[config.mk]
export PLATFORM = sky130hd
export DESIGN_NAME = repeating_bit_pattern_fill_check
export DESIGN_NICKNAME = d
export VERILOG_FILES = /design/src/rtl/core/rbpfc_pkg.sv /design/src/rtl/core/rbpfc_bitgen.sv /design/src/rtl/core/rbpfc_shift.sv /design/src/rtl/core/repeating_bit_pattern_fill_check.sv
export SDC_FILE = /design/constraint.sdc
export NUM_CORES = 1
export LEC_CHECK = 0
export ABC_AREA = 1
export BUFFER_PORTS_ARGS = -buffer_cell sky130_fd_sc_hd__buf_2
export CAP_MARGIN = 20
export CORE_ASPECT_RATIO = 0.75
export CORE_UTILIZATION = 51
export DETAILED_ROUTE_END_ITERATION = 7
export HOLD_SLACK_MARGIN = 0.1
export PLACE_DENSITY = 0.76
export SLEW_MARGIN = 20
export SYNTH_ARGS = -nofsm -noshare
export SYNTH_HDL_FRONTEND = slang
export SYNTH_SLANG_ARGS = --single-unit
[constraint.sdc]
create_clock -name clk -period 2.75 [get_ports clk]
set_clock_uncertainty 0.2 [all_clocks]
set_input_delay 0.1375 -clock clk [delete_from_list [all_inputs] [get_ports clk]]
set_output_delay 0.1375 -clock clk [all_outputs]
set_load 0.02 [all_outputs]
[src/rtl/core/rbpfc_pkg.sv]
// ----------------------------------------------------------------------------
// rbpfc_pkg
// Shared types and constants for the repeating bit pattern fill/check block.
// ----------------------------------------------------------------------------
package rbpfc_pkg;

  localparam int PATTERN_MAX = 64;
  localparam int POS_W       = $clog2(PATTERN_MAX);
  localparam int LEN_W       = POS_W + 1;
  localparam int BYTE_W      = 8;
  localparam int BITCNT_W    = $clog2(BYTE_W);
  localparam int OFFSET_W    = 32;
  localparam int OUT_W       = 48;

  // Command codes carried in s_tuser
  localparam logic CMD_FILL  = 1'b0;
  localparam logic CMD_CHECK = 1'b1;

  // Register indexes on the config port
  localparam logic REG_PATTERN_BITS = 1'b0;
  localparam logic REG_PATTERN_LEN  = 1'b1;

  localparam logic [LEN_W-1:0] LEN_RESET = LEN_W'(BYTE_W);

  typedef enum logic [1:0] {
    ST_IDLE,
    ST_RUN,
    ST_DONE
  } state_t;

  // Control from the sequencer to the serial datapath
  typedef struct packed {
    logic load;     // item accepted: capture data byte, clear accumulators
    logic step;     // one pattern bit this cycle
    logic restart;  // range ended: position back to the first pattern bit
  } ctl_t;

endpackage

[src/rtl/core/rbpfc_bitgen.sv]
// ----------------------------------------------------------------------------
// rbpfc_bitgen
// Pattern position counter; emits one pattern bit per step.
// ----------------------------------------------------------------------------
module rbpfc_bitgen
  import rbpfc_pkg::*;
(
  input  logic                   clk,
  input  logic                   rst,
  input  ctl_t                   ctl,
  input  logic [PATTERN_MAX-1:0] pattern_bits,
  input  logic [LEN_W-1:0]       pattern_len,
  output logic                   pat_bit
);

  logic [POS_W-1:0] pos;
  logic [POS_W-1:0] pos_next;
  logic [LEN_W-1:0] eff_len;
  logic [LEN_W-1:0] pos_inc;

  // zero length acts as one, oversize clamps to the max
  always_comb begin
    if (pattern_len == '0) begin
      eff_len = LEN_W'(1);
    end else if (pattern_len > LEN_W'(PATTERN_MAX)) begin
      eff_len = LEN_W'(PATTERN_MAX);
    end else begin
      eff_len = pattern_len;
    end
  end

  assign pat_bit  = pattern_bits[pos];
  assign pos_inc  = {1'b0, pos} + LEN_W'(1);
  assign pos_next = (pos_inc >= eff_len) ? '0 : pos_inc[POS_W-1:0];

  always_ff @(posedge clk) begin
    if (rst) begin
      pos <= '0;
    end else if (ctl.restart) begin
      pos <= '0;
    end else if (ctl.step) begin
      pos <= pos_next;
    end
  end

endmodule

[src/rtl/core/rbpfc_shift.sv]
// ----------------------------------------------------------------------------
// rbpfc_shift
// Builds the expected byte MSB first and compares the data byte bit by bit.
// ----------------------------------------------------------------------------
module rbpfc_shift
  import rbpfc_pkg::*;
(
  input  logic              clk,
  input  ctl_t              ctl,
  input  logic [BYTE_W-1:0] data_byte,
  input  logic              pat_bit,
  output logic [BYTE_W-1:0] exp_byte,
  output logic              mis_any
);

  logic [BYTE_W-1:0] data_sh;

  always_ff @(posedge clk) begin
    if (ctl.load) begin
      data_sh  <= data_byte;
      exp_byte <= '0;
      mis_any  <= 1'b0;
    end else if (ctl.step) begin
      exp_byte <= {exp_byte[BYTE_W-2:0], pat_bit};
      data_sh  <= {data_sh[BYTE_W-2:0], 1'b0};
      mis_any  <= mis_any | (data_sh[BYTE_W-1] ^ pat_bit);
    end
  end

endmodule

[src/rtl/core/repeating_bit_pattern_fill_check.sv]
// ----------------------------------------------------------------------------
// repeating_bit_pattern_fill_check
// Fill/check engine for a byte stream built from a repeating bit pattern.
// ----------------------------------------------------------------------------
// Flow: an accepted item steps one pattern bit per clock in ST_RUN, eight per
//   byte, then ST_DONE loads the output register when it is free.
//   The bit stepper sets the item rate while the output is free.
// The next item is taken while a result still waits in the output register.
// Reset (rst, synchronous): position, offset, failed flag and output valid clear;
//   pattern_bits resets to zero and pattern_len to 8.
module repeating_bit_pattern_fill_check
  import rbpfc_pkg::*;
(
  input  logic                   clk,
  input  logic                   rst,
  // config write channel
  input  logic                   cfg_valid,
  output logic                   cfg_ready,
  input  logic                   cfg_index,
  input  logic [PATTERN_MAX-1:0] cfg_data,
  // input items
  input  logic                   s_tvalid,
  output logic                   s_tready,
  input  logic [BYTE_W-1:0]      s_tdata,   // [7:0] data_byte
  input  logic                   s_tuser,   // [0] cmd
  input  logic                   s_tlast,   // last_of_range
  // result items
  output logic                   m_tvalid,
  input  logic                   m_tready,
  output logic [OUT_W-1:0]       m_tdata,   // [7:0] pattern_byte, [8] mismatch,
                                            // [9] first_mismatch,
                                            // [41:10] byte_offset, [47:42] zero
  output logic                   m_tlast    // range_done
);

  // Configuration registers
  logic [PATTERN_MAX-1:0] pattern_bits;
  logic [LEN_W-1:0]       pattern_len;

  // Sequencer
  state_t              state, state_next;
  logic [BITCNT_W-1:0] cnt;
  ctl_t                ctl;
  logic                out_load;

  // Per-item captured fields
  logic cmd_q;
  logic last_q;

  // Range state
  logic [OFFSET_W-1:0] byte_counter;
  logic                already_failed;

  // Datapath
  logic              pat_bit;
  logic [BYTE_W-1:0] exp_byte;
  logic              mis_any;
  logic              mis;
  logic              first;

  assign cfg_ready = 1'b1;

  always_ff @(posedge clk) begin
    if (rst) begin
      pattern_bits <= '0;
      pattern_len  <= LEN_RESET;
    end else if (cfg_valid && cfg_ready) begin
      unique case (cfg_index)
        REG_PATTERN_BITS: pattern_bits <= cfg_data;
        REG_PATTERN_LEN:  pattern_len  <= cfg_data[LEN_W-1:0];
        default:          ;
      endcase
    end
  end

  assign s_tready = (state == ST_IDLE);
  assign out_load = (state == ST_DONE) && (!m_tvalid || m_tready);

  always_ff @(posedge clk) begin
    if (rst) begin
      state <= ST_IDLE;
      cnt   <= '0;
    end else begin
      state <= state_next;
      cnt   <= (state == ST_RUN) ? cnt + BITCNT_W'(1) : '0;
    end
  end

  always_comb begin
    state_next  = state;
    ctl.load    = 1'b0;
    ctl.step    = 1'b0;
    ctl.restart = 1'b0;
    unique case (state)
      ST_IDLE: begin
        if (s_tvalid) begin
          ctl.load   = 1'b1;
          state_next = ST_RUN;
        end
      end
      ST_RUN: begin
        ctl.step = 1'b1;
        if (cnt == BITCNT_W'(BYTE_W - 1)) begin
          state_next = ST_DONE;
        end
      end
      ST_DONE: begin
        if (out_load) begin
          ctl.restart = last_q;
          state_next  = ST_IDLE;
        end
      end
      default: state_next = ST_IDLE;
    endcase
  end

  always_ff @(posedge clk) begin
    if (ctl.load) begin
      cmd_q  <= s_tuser;
      last_q <= s_tlast;
    end
  end

  rbpfc_bitgen u_bitgen (
    .clk          (clk),
    .rst          (rst),
    .ctl          (ctl),
    .pattern_bits (pattern_bits),
    .pattern_len  (pattern_len),
    .pat_bit      (pat_bit)
  );

  rbpfc_shift u_shift (
    .clk       (clk),
    .ctl       (ctl),
    .data_byte (s_tdata),
    .pat_bit   (pat_bit),
    .exp_byte  (exp_byte),
    .mis_any   (mis_any)
  );

  // Fill mode never flags a mismatch
  assign mis   = (cmd_q == CMD_CHECK) && mis_any;
  assign first = mis && !already_failed;

  always_ff @(posedge clk) begin
    if (rst) begin
      byte_counter   <= '0;
      already_failed <= 1'b0;
    end else if (out_load) begin
      if (last_q) begin
        byte_counter   <= '0;
        already_failed <= 1'b0;
      end else begin
        byte_counter   <= byte_counter + OFFSET_W'(1);
        already_failed <= already_failed | mis;
      end
    end
  end

  // Output register
  always_ff @(posedge clk) begin
    if (rst) begin
      m_tvalid <= 1'b0;
    end else if (out_load) begin
      m_tvalid <= 1'b1;
    end else if (m_tready) begin
      m_tvalid <= 1'b0;
    end
  end

  always_ff @(posedge clk) begin
    if (out_load) begin
      m_tdata <= {(OUT_W - OFFSET_W - BYTE_W - 2)'(0), byte_counter, first, mis, exp_byte};
      m_tlast <= last_q;
    end
  end

`ifndef SYNTHESIS
  a_first_implies_mis: assert property (@(posedge clk) disable iff (rst)
    m_tvalid |-> (!m_tdata[9] || m_tdata[8]))
    else $error("first_mismatch without mismatch");

  a_accept_starts_run: assert property (@(posedge clk) disable iff (rst)
    (s_tvalid && s_tready) |=> (state == ST_RUN && cnt == '0))
    else $error("accepted item did not start the bit run");

  a_range_restart: assert property (@(posedge clk) disable iff (rst)
    (out_load && last_q) |=> (byte_counter == '0 && !already_failed))
    else $error("range state not cleared after last item");

  a_run_length: assert property (@(posedge clk) disable iff (rst)
    (state == ST_RUN && cnt == BITCNT_W'(BYTE_W - 1)) |=> (state == ST_DONE))
    else $error("bit run did not end after one byte");
`endif

endmodule

# --- Word-level counts from Yosys, hierarchy flattened ---
# Cells that the tools add are included.
totals:
  register_bits: 178
  in_bits: 80
classes:
  n_addsub: 3
  magnitude_cmp: 3
  eq_ne: 6
  muxes: 20
  n_bitwise: 5
  n_reduce_logical: 15
op_table:
  columns: ["operator", "count"]
  rows:
  - ["adder 32 x 1 -> 32 bit, second input constant", 1]
  - ["two-way mux 32 bit", 1]
  - ["two-way mux 8 bit", 2]
  - ["two-way mux 7 bit", 2]
  - ["two-way mux 1 bit", 9]
  - ["adder 6 x 1 -> 7 bit, second input constant", 1]
  - ["greater-or-equal comparator 7 bit", 1]
  - ["> comparator 7 bit, second input constant", 1]
  - ["zero test 7 bit", 1]
  - ["< comparator 6 x 7 -> 1 bit, second input constant", 1]
  - ["binary-select mux 1 bit (select 6 bit)", 1]
  - ["two-way mux 2 bit", 3]
  - ["two-way mux 6 bit", 1]
  - ["one-hot mux 2 bit (3 select lines)", 1]
  - ["!= test 2 bit, second input constant", 2]
  - ["AND reduction 2 bit", 2]
  - ["nonzero test 2 bit", 2]
  - ["OR reduction 2 bit", 2]
  - ["adder 3 x 1 -> 3 bit, second input constant", 1]
  - ["equality test 3 bit, second input constant", 1]
  - ["logical AND 1 bit", 3]
  - ["AND reduction 3 bit", 1]
  - ["equality test 2 x 1 -> 1 bit, second input constant", 1]
  - ["equality test 2 bit, second input constant", 1]
  - ["7 further kinds", 10]

# --- Logic depth before layout (Yosys ltp) ---
depth:
  ltp_word: 6
  mapped_depth: 13
  ltp_nobuf: 13

# --- Hierarchy ---
# A second synthesis with hierarchy kept.
unflattened:
  cells_unflattened: 995
  area_unflattened_um2: 7911.3
by_module_without_submodules:
  columns: ["mod", "instances", "cells_per_inst", "area_each_um2", "seq_area_each_um2"]
  rows:
  - ["repeating_bit_pattern_fill_check", 1, 667, 5875.6, 3553.4]
  - ["rbpfc_bitgen", 1, 252, 1331.3, 120.1]
  - ["rbpfc_shift", 1, 76, 704.4, 420.4]

# --- Worst setup path before layout ---
# Ideal clock, no wire load.
synth_timing:
  path_kind: "register to register"
  startpoint: "register m_tvalid"
  endpoint: "register byte_counter[5]"
  setup_time_ns: 0.080
  arrival_ns: 2.409
  setup_slack_ns: 0.061
  stages_incl_launch_ff: 7
  path_buffers: 1
  path_cell_list: "dfxtp_1 > inv_1 > nor2_1 > nor2_4 > buf_1 > a21oi_1 > nor3_1"
synth_between:
  elab_chain_cells: 3
synth_lines:
  columns: ["element", "line_no", "source"]
  rows:
  - ["start: declaration", "repeating_bit_pattern_fill_check.sv:28", "output logic m_tvalid,"]
  - ["start signal: assignment", "repeating_bit_pattern_fill_check.sv:164", "m_tvalid <= 1'b0;"]
  - ["start signal: assignment", "repeating_bit_pattern_fill_check.sv:166", "m_tvalid <= 1'b1;"]
  - ["start signal: assignment", "repeating_bit_pattern_fill_check.sv:168", "m_tvalid <= 1'b0;"]
  - ["zero test 1 bit", "repeating_bit_pattern_fill_check.sv:77", "assign out_load = (state == ST_DONE) && (!m_tvalid || m_tready);"]
  - ["logical OR 1 bit", "repeating_bit_pattern_fill_check.sv:77", null]
  - ["logical AND 1 bit", "repeating_bit_pattern_fill_check.sv:77", null]
  - ["named net out_load", "repeating_bit_pattern_fill_check.sv:44", "logic out_load;"]
  - ["end signal: assignment", "repeating_bit_pattern_fill_check.sv:155", "byte_counter <= byte_counter + OFFSET_W'(1);"]
  - ["end: declaration", "repeating_bit_pattern_fill_check.sv:51", "logic [OFFSET_W-1:0] byte_counter;"]
# The timed path passes the listed nets, and every way through them passes these cells.
# A chain may end at the register's enable or synchronous reset.

# --- Worst setup path after layout ---
layout_timing:
  startpoint: "register u_bitgen.pos[0]"
  endpoint: "register u_bitgen.pos[5]"
layout_between:
  elab_chain_cells: 3
layout_lines:
  columns: ["element", "line_no", "source"]
  rows:
  - ["start: declaration", "rbpfc_bitgen.sv:16", "logic [POS_W-1:0] pos;"]
  - ["start signal: assignment", "rbpfc_bitgen.sv:42", "pos <= pos_next;"]
  - ["adder 6 x 1 -> 7 bit (*)", "rbpfc_bitgen.sv:33", "assign pos_inc = {1'b0, pos} + LEN_W'(1);"]
  - ["greater-or-equal comparator 7 bit", "rbpfc_bitgen.sv:34", "assign pos_next = (pos_inc >= eff_len) ? '0 : pos_inc[POS_W-1:0];"]
  - ["two-way mux 6 bit (*)", "rbpfc_bitgen.sv:34", null]
# Every way passes the cells marked *; elsewhere a longest branch is shown, timed or not.

==> impl_metrics.ini <==
[timing]
setup_ws_ps = 288
slew_viol_final = 0
min_period_ps = 2460
finalSetupViolCount = 0
finalHoldViolCount = 0
max_slew_margin_pct = 52.5
fmax_mhz = 406
tns_ps = 0
period_share_pct = 89.5
worst_pin_slew_ps = 712
grt_setup_unrepaired = false

[floorplanning]
num_io_pins = 132
die_y_um = 108
start_util_pct = 52.7
dieWidth_um = 144
core.rowCount = 38
die_area_um2 = 15600
core_um2 = 14600

[worst_setup_path]
cp.required_ps = 2900
critPathArrivalTime_ps = 2610
cp-start-kind = flop
cp-end-kind = flop
crit_type = reg -> reg
path_max_fanout = 6

[flow_run]
cap_violations = 0

[synthesis]
synth_top_family_by_area = simple AND/OR/NAND/NOR gates
ys_seq_area_share_pct = 53.2
netlist_instances = 949
yosys_warnings = 0
async_reset_ff_share_pct = 0
synth_top_area_share_pct = 32.5
ys_ff_latch = 178
synth_area_leaders = dfxtp_1 33%, edfxtp_1 21%, nand2_1 8.4%
synth_common_cells = 172 x nand2_1, 152 x nor2_1, 125 x dfxtp_1, 94 x o21ai_0, 83 x inv_1
netlist_area_um2 = 7690
yosysUniqueCellTypes = 39
synth_xor_area_share_pct = 0.797
synth_edf_count = 53
synthSimpleGateAreaFrac_pct = 24.8
synth_top_area_cell = dfxtp_1
synth_mux_area_share_pct = 0
synth_fa_ha_area_share_pct = 1.79
synth_flop_cell = dfxtp_1
syn_area_per_cell_um2 = 8.10
synth_compound_area_share_pct = 12.3
yosysMostFrequentCell = nand2_1

[route]
drtIter0Drc = 521
avgRoutedWirePerCell_um = 13.4
vias_per_cell = 5.09
drc = 0
drt_pre_antenna_iters = 6
num_vias = 6918
wl_um = 18200
postRouteAntennaNets = 0

[pwr]
p_per_area_nw_per_um2 = 583
p_switching_mw = 1.34
p_total_mw = 5.76
comb_power_share_pct = 9.9
p_clk_share_pct = 40.6
swShare_pct = 23.3
leakagePower_nw = 4.13
pwr-share-seq_pct = 49.4
ir_worst_vdd_mv = 0.531
internal_power_mw = 4.42

[finish]
diodes = 0
fin_area_um2 = 9870
syn_to_final_growth_pct = 28.4
final_cells = 1359
layout-drive-gt1-share_pct = 16.9
nets = 1237

[global_routing]
grtUsageTotal_pct = 24.4
antenna_found_initial = 0
grt_pass1_wl_um = 29500
grt_pass1_vias = 6300
grt_overflow = 0
grt_max_degree = 75

[clocking]
cts_buffers = 17
clk_path_buf_depth = 2
clock-sinks = 178
path_clk_slew_ps = 60
root_buffer = clkbuf_16
clock_latency_ps = 420
cts_tree = yes
htree_levels = 4

[status]
status = completed

[placement]
place_congestion = 0.821
dp_slack_ps = 210
io_buffers = 124
dpl_cell_area_um2 = 8480
numPlacedInstances = 1245
dp_hpwl_um = 11600

[worst_hold_path]
hp-class = reg -> reg
worst max-delay path, stage by stage (launching register included):
cell and delay (ps):
dfxtp_2 360, ha_1 190, nand2_1 80, nor2_1 130
xor2_1 210, ha_1 290, a21oi_1 170, o21ai_1 120
a2111oi_4 270, buf_4 190, nand2_1 50, a21oi_1 120
cell type report:
cell class                 count  area, um2
multi-input combinational    642       3070
sequential                   178       4100
timing repair buffer         220       1560
tap                          200        250
clock inverter                11        111
fill                        1180       4720
clock buffer                  21        460
inverter                      87        327
through the flow:
| stage | util, % | hold WS (ps) |
|---|---|---|
| 2_1_floorplan | - | 6.57 |
| 3_3_place_gp | 58.1 | 115 |
| 3_5_place_dp | 58.1 | 116 |
| 4_1_cts | 67.6 | 229 |
| 5_1_grt | 67.6 | 241 |
| 6_report | 67.6 | 228 |
final timing paths:
check	startpoint	to	slack (ps)	cells after the start
min	byte_counter[31]$_SDFFE_PP0P_	m_tdata[41]$_DFFE_PP_	230	0
max reg2reg	u_bitgen.pos[0]$_SDFFE_PP0P_	u_bitgen.pos[5]$_SDFFE_PP0P_	290	11
min reg2reg	byte_counter[31]$_SDFFE_PP0P_	m_tdata[41]$_DFFE_PP_	230	0
max	u_bitgen.pos[0]$_SDFFE_PP0P_	u_bitgen.pos[5]$_SDFFE_PP0P_	290	11
cell families (layout without fill, tap and decap cells):
| logic type | after synthesis | count (layout) |
|---|---|---|
| other | 2 | 7 |
| adder cells (fa/ha/maj) | 11 | 11 |
| AND/OR/NAND/NOR | 440 | 440 |
| AO/OA/AOI/OAI | 177 | 177 |
| XOR/XNOR | 7 | 7 |
| flip-flops | 178 | 178 |
| buffers and inverters | 134 | 339 |
cells in the final DEF, fill, tap and decap left out, types with 6 or more instances in the layout:
cell type	n
nand2_1	172
edfxtp_1	53
nand3_1	61
o22ai_1	6
buf_4	14
inv_1	82
dfxtp_1	123
clkbuf_16	17
buf_2	124
o21ai_0	93
or2_2	8
o21a_1	6
conb_1	7
a21oi_1	66
nor2_1	151
clkinv_1	8
nor3_1	15
xor2_1	6
dlygate4sd3_1	81
nor2_2	6
ha_1	11
nand4_1	9
metal layers:
layer / vias up / wire [um] / global-route usage (%)
met5: - / 0 / 0
met4: 0 / 432 / 9.35
met3: 37 / 894 / 5.27
met2: 208 / 8190 / 38.0
met1: 3178 / 8670 / 33.3
li1: 3495 / - / -
what timing repair did:
item,in CTS,in global routing
endpoints found under the hold margin,88,0
setup endpoints to repair,0,6
hold buffers,81,0
buffers inserted,0,1
resized for setup,0,3
power groups by stage:
stage	Combinational, mW	Sequential (mW)	Clock, mW
CTS	0.554	2.84	2.36
global placement	0.454	2.90	0
floorplan	0.331	2.88	0
finish	0.571	2.85	2.34
detailed placement	0.462	2.90	0
global route	0.643	2.85	2.46
sequential cells by signal, summed over array words and instances (netlist names):
signal,count
m_tlast,1
m_tdata,42
last_q,1
u_shift.mis_any,1
u_bitgen.pos,6
pattern_len,7
pattern_bits,64
already_failed,1
state,2
cmd_q,1
m_tvalid,1
u_shift.exp_byte,8
u_shift.data_sh,8
byte_counter,32
cnt,3
Note: power is estimated with default switching activity, not from simulation.
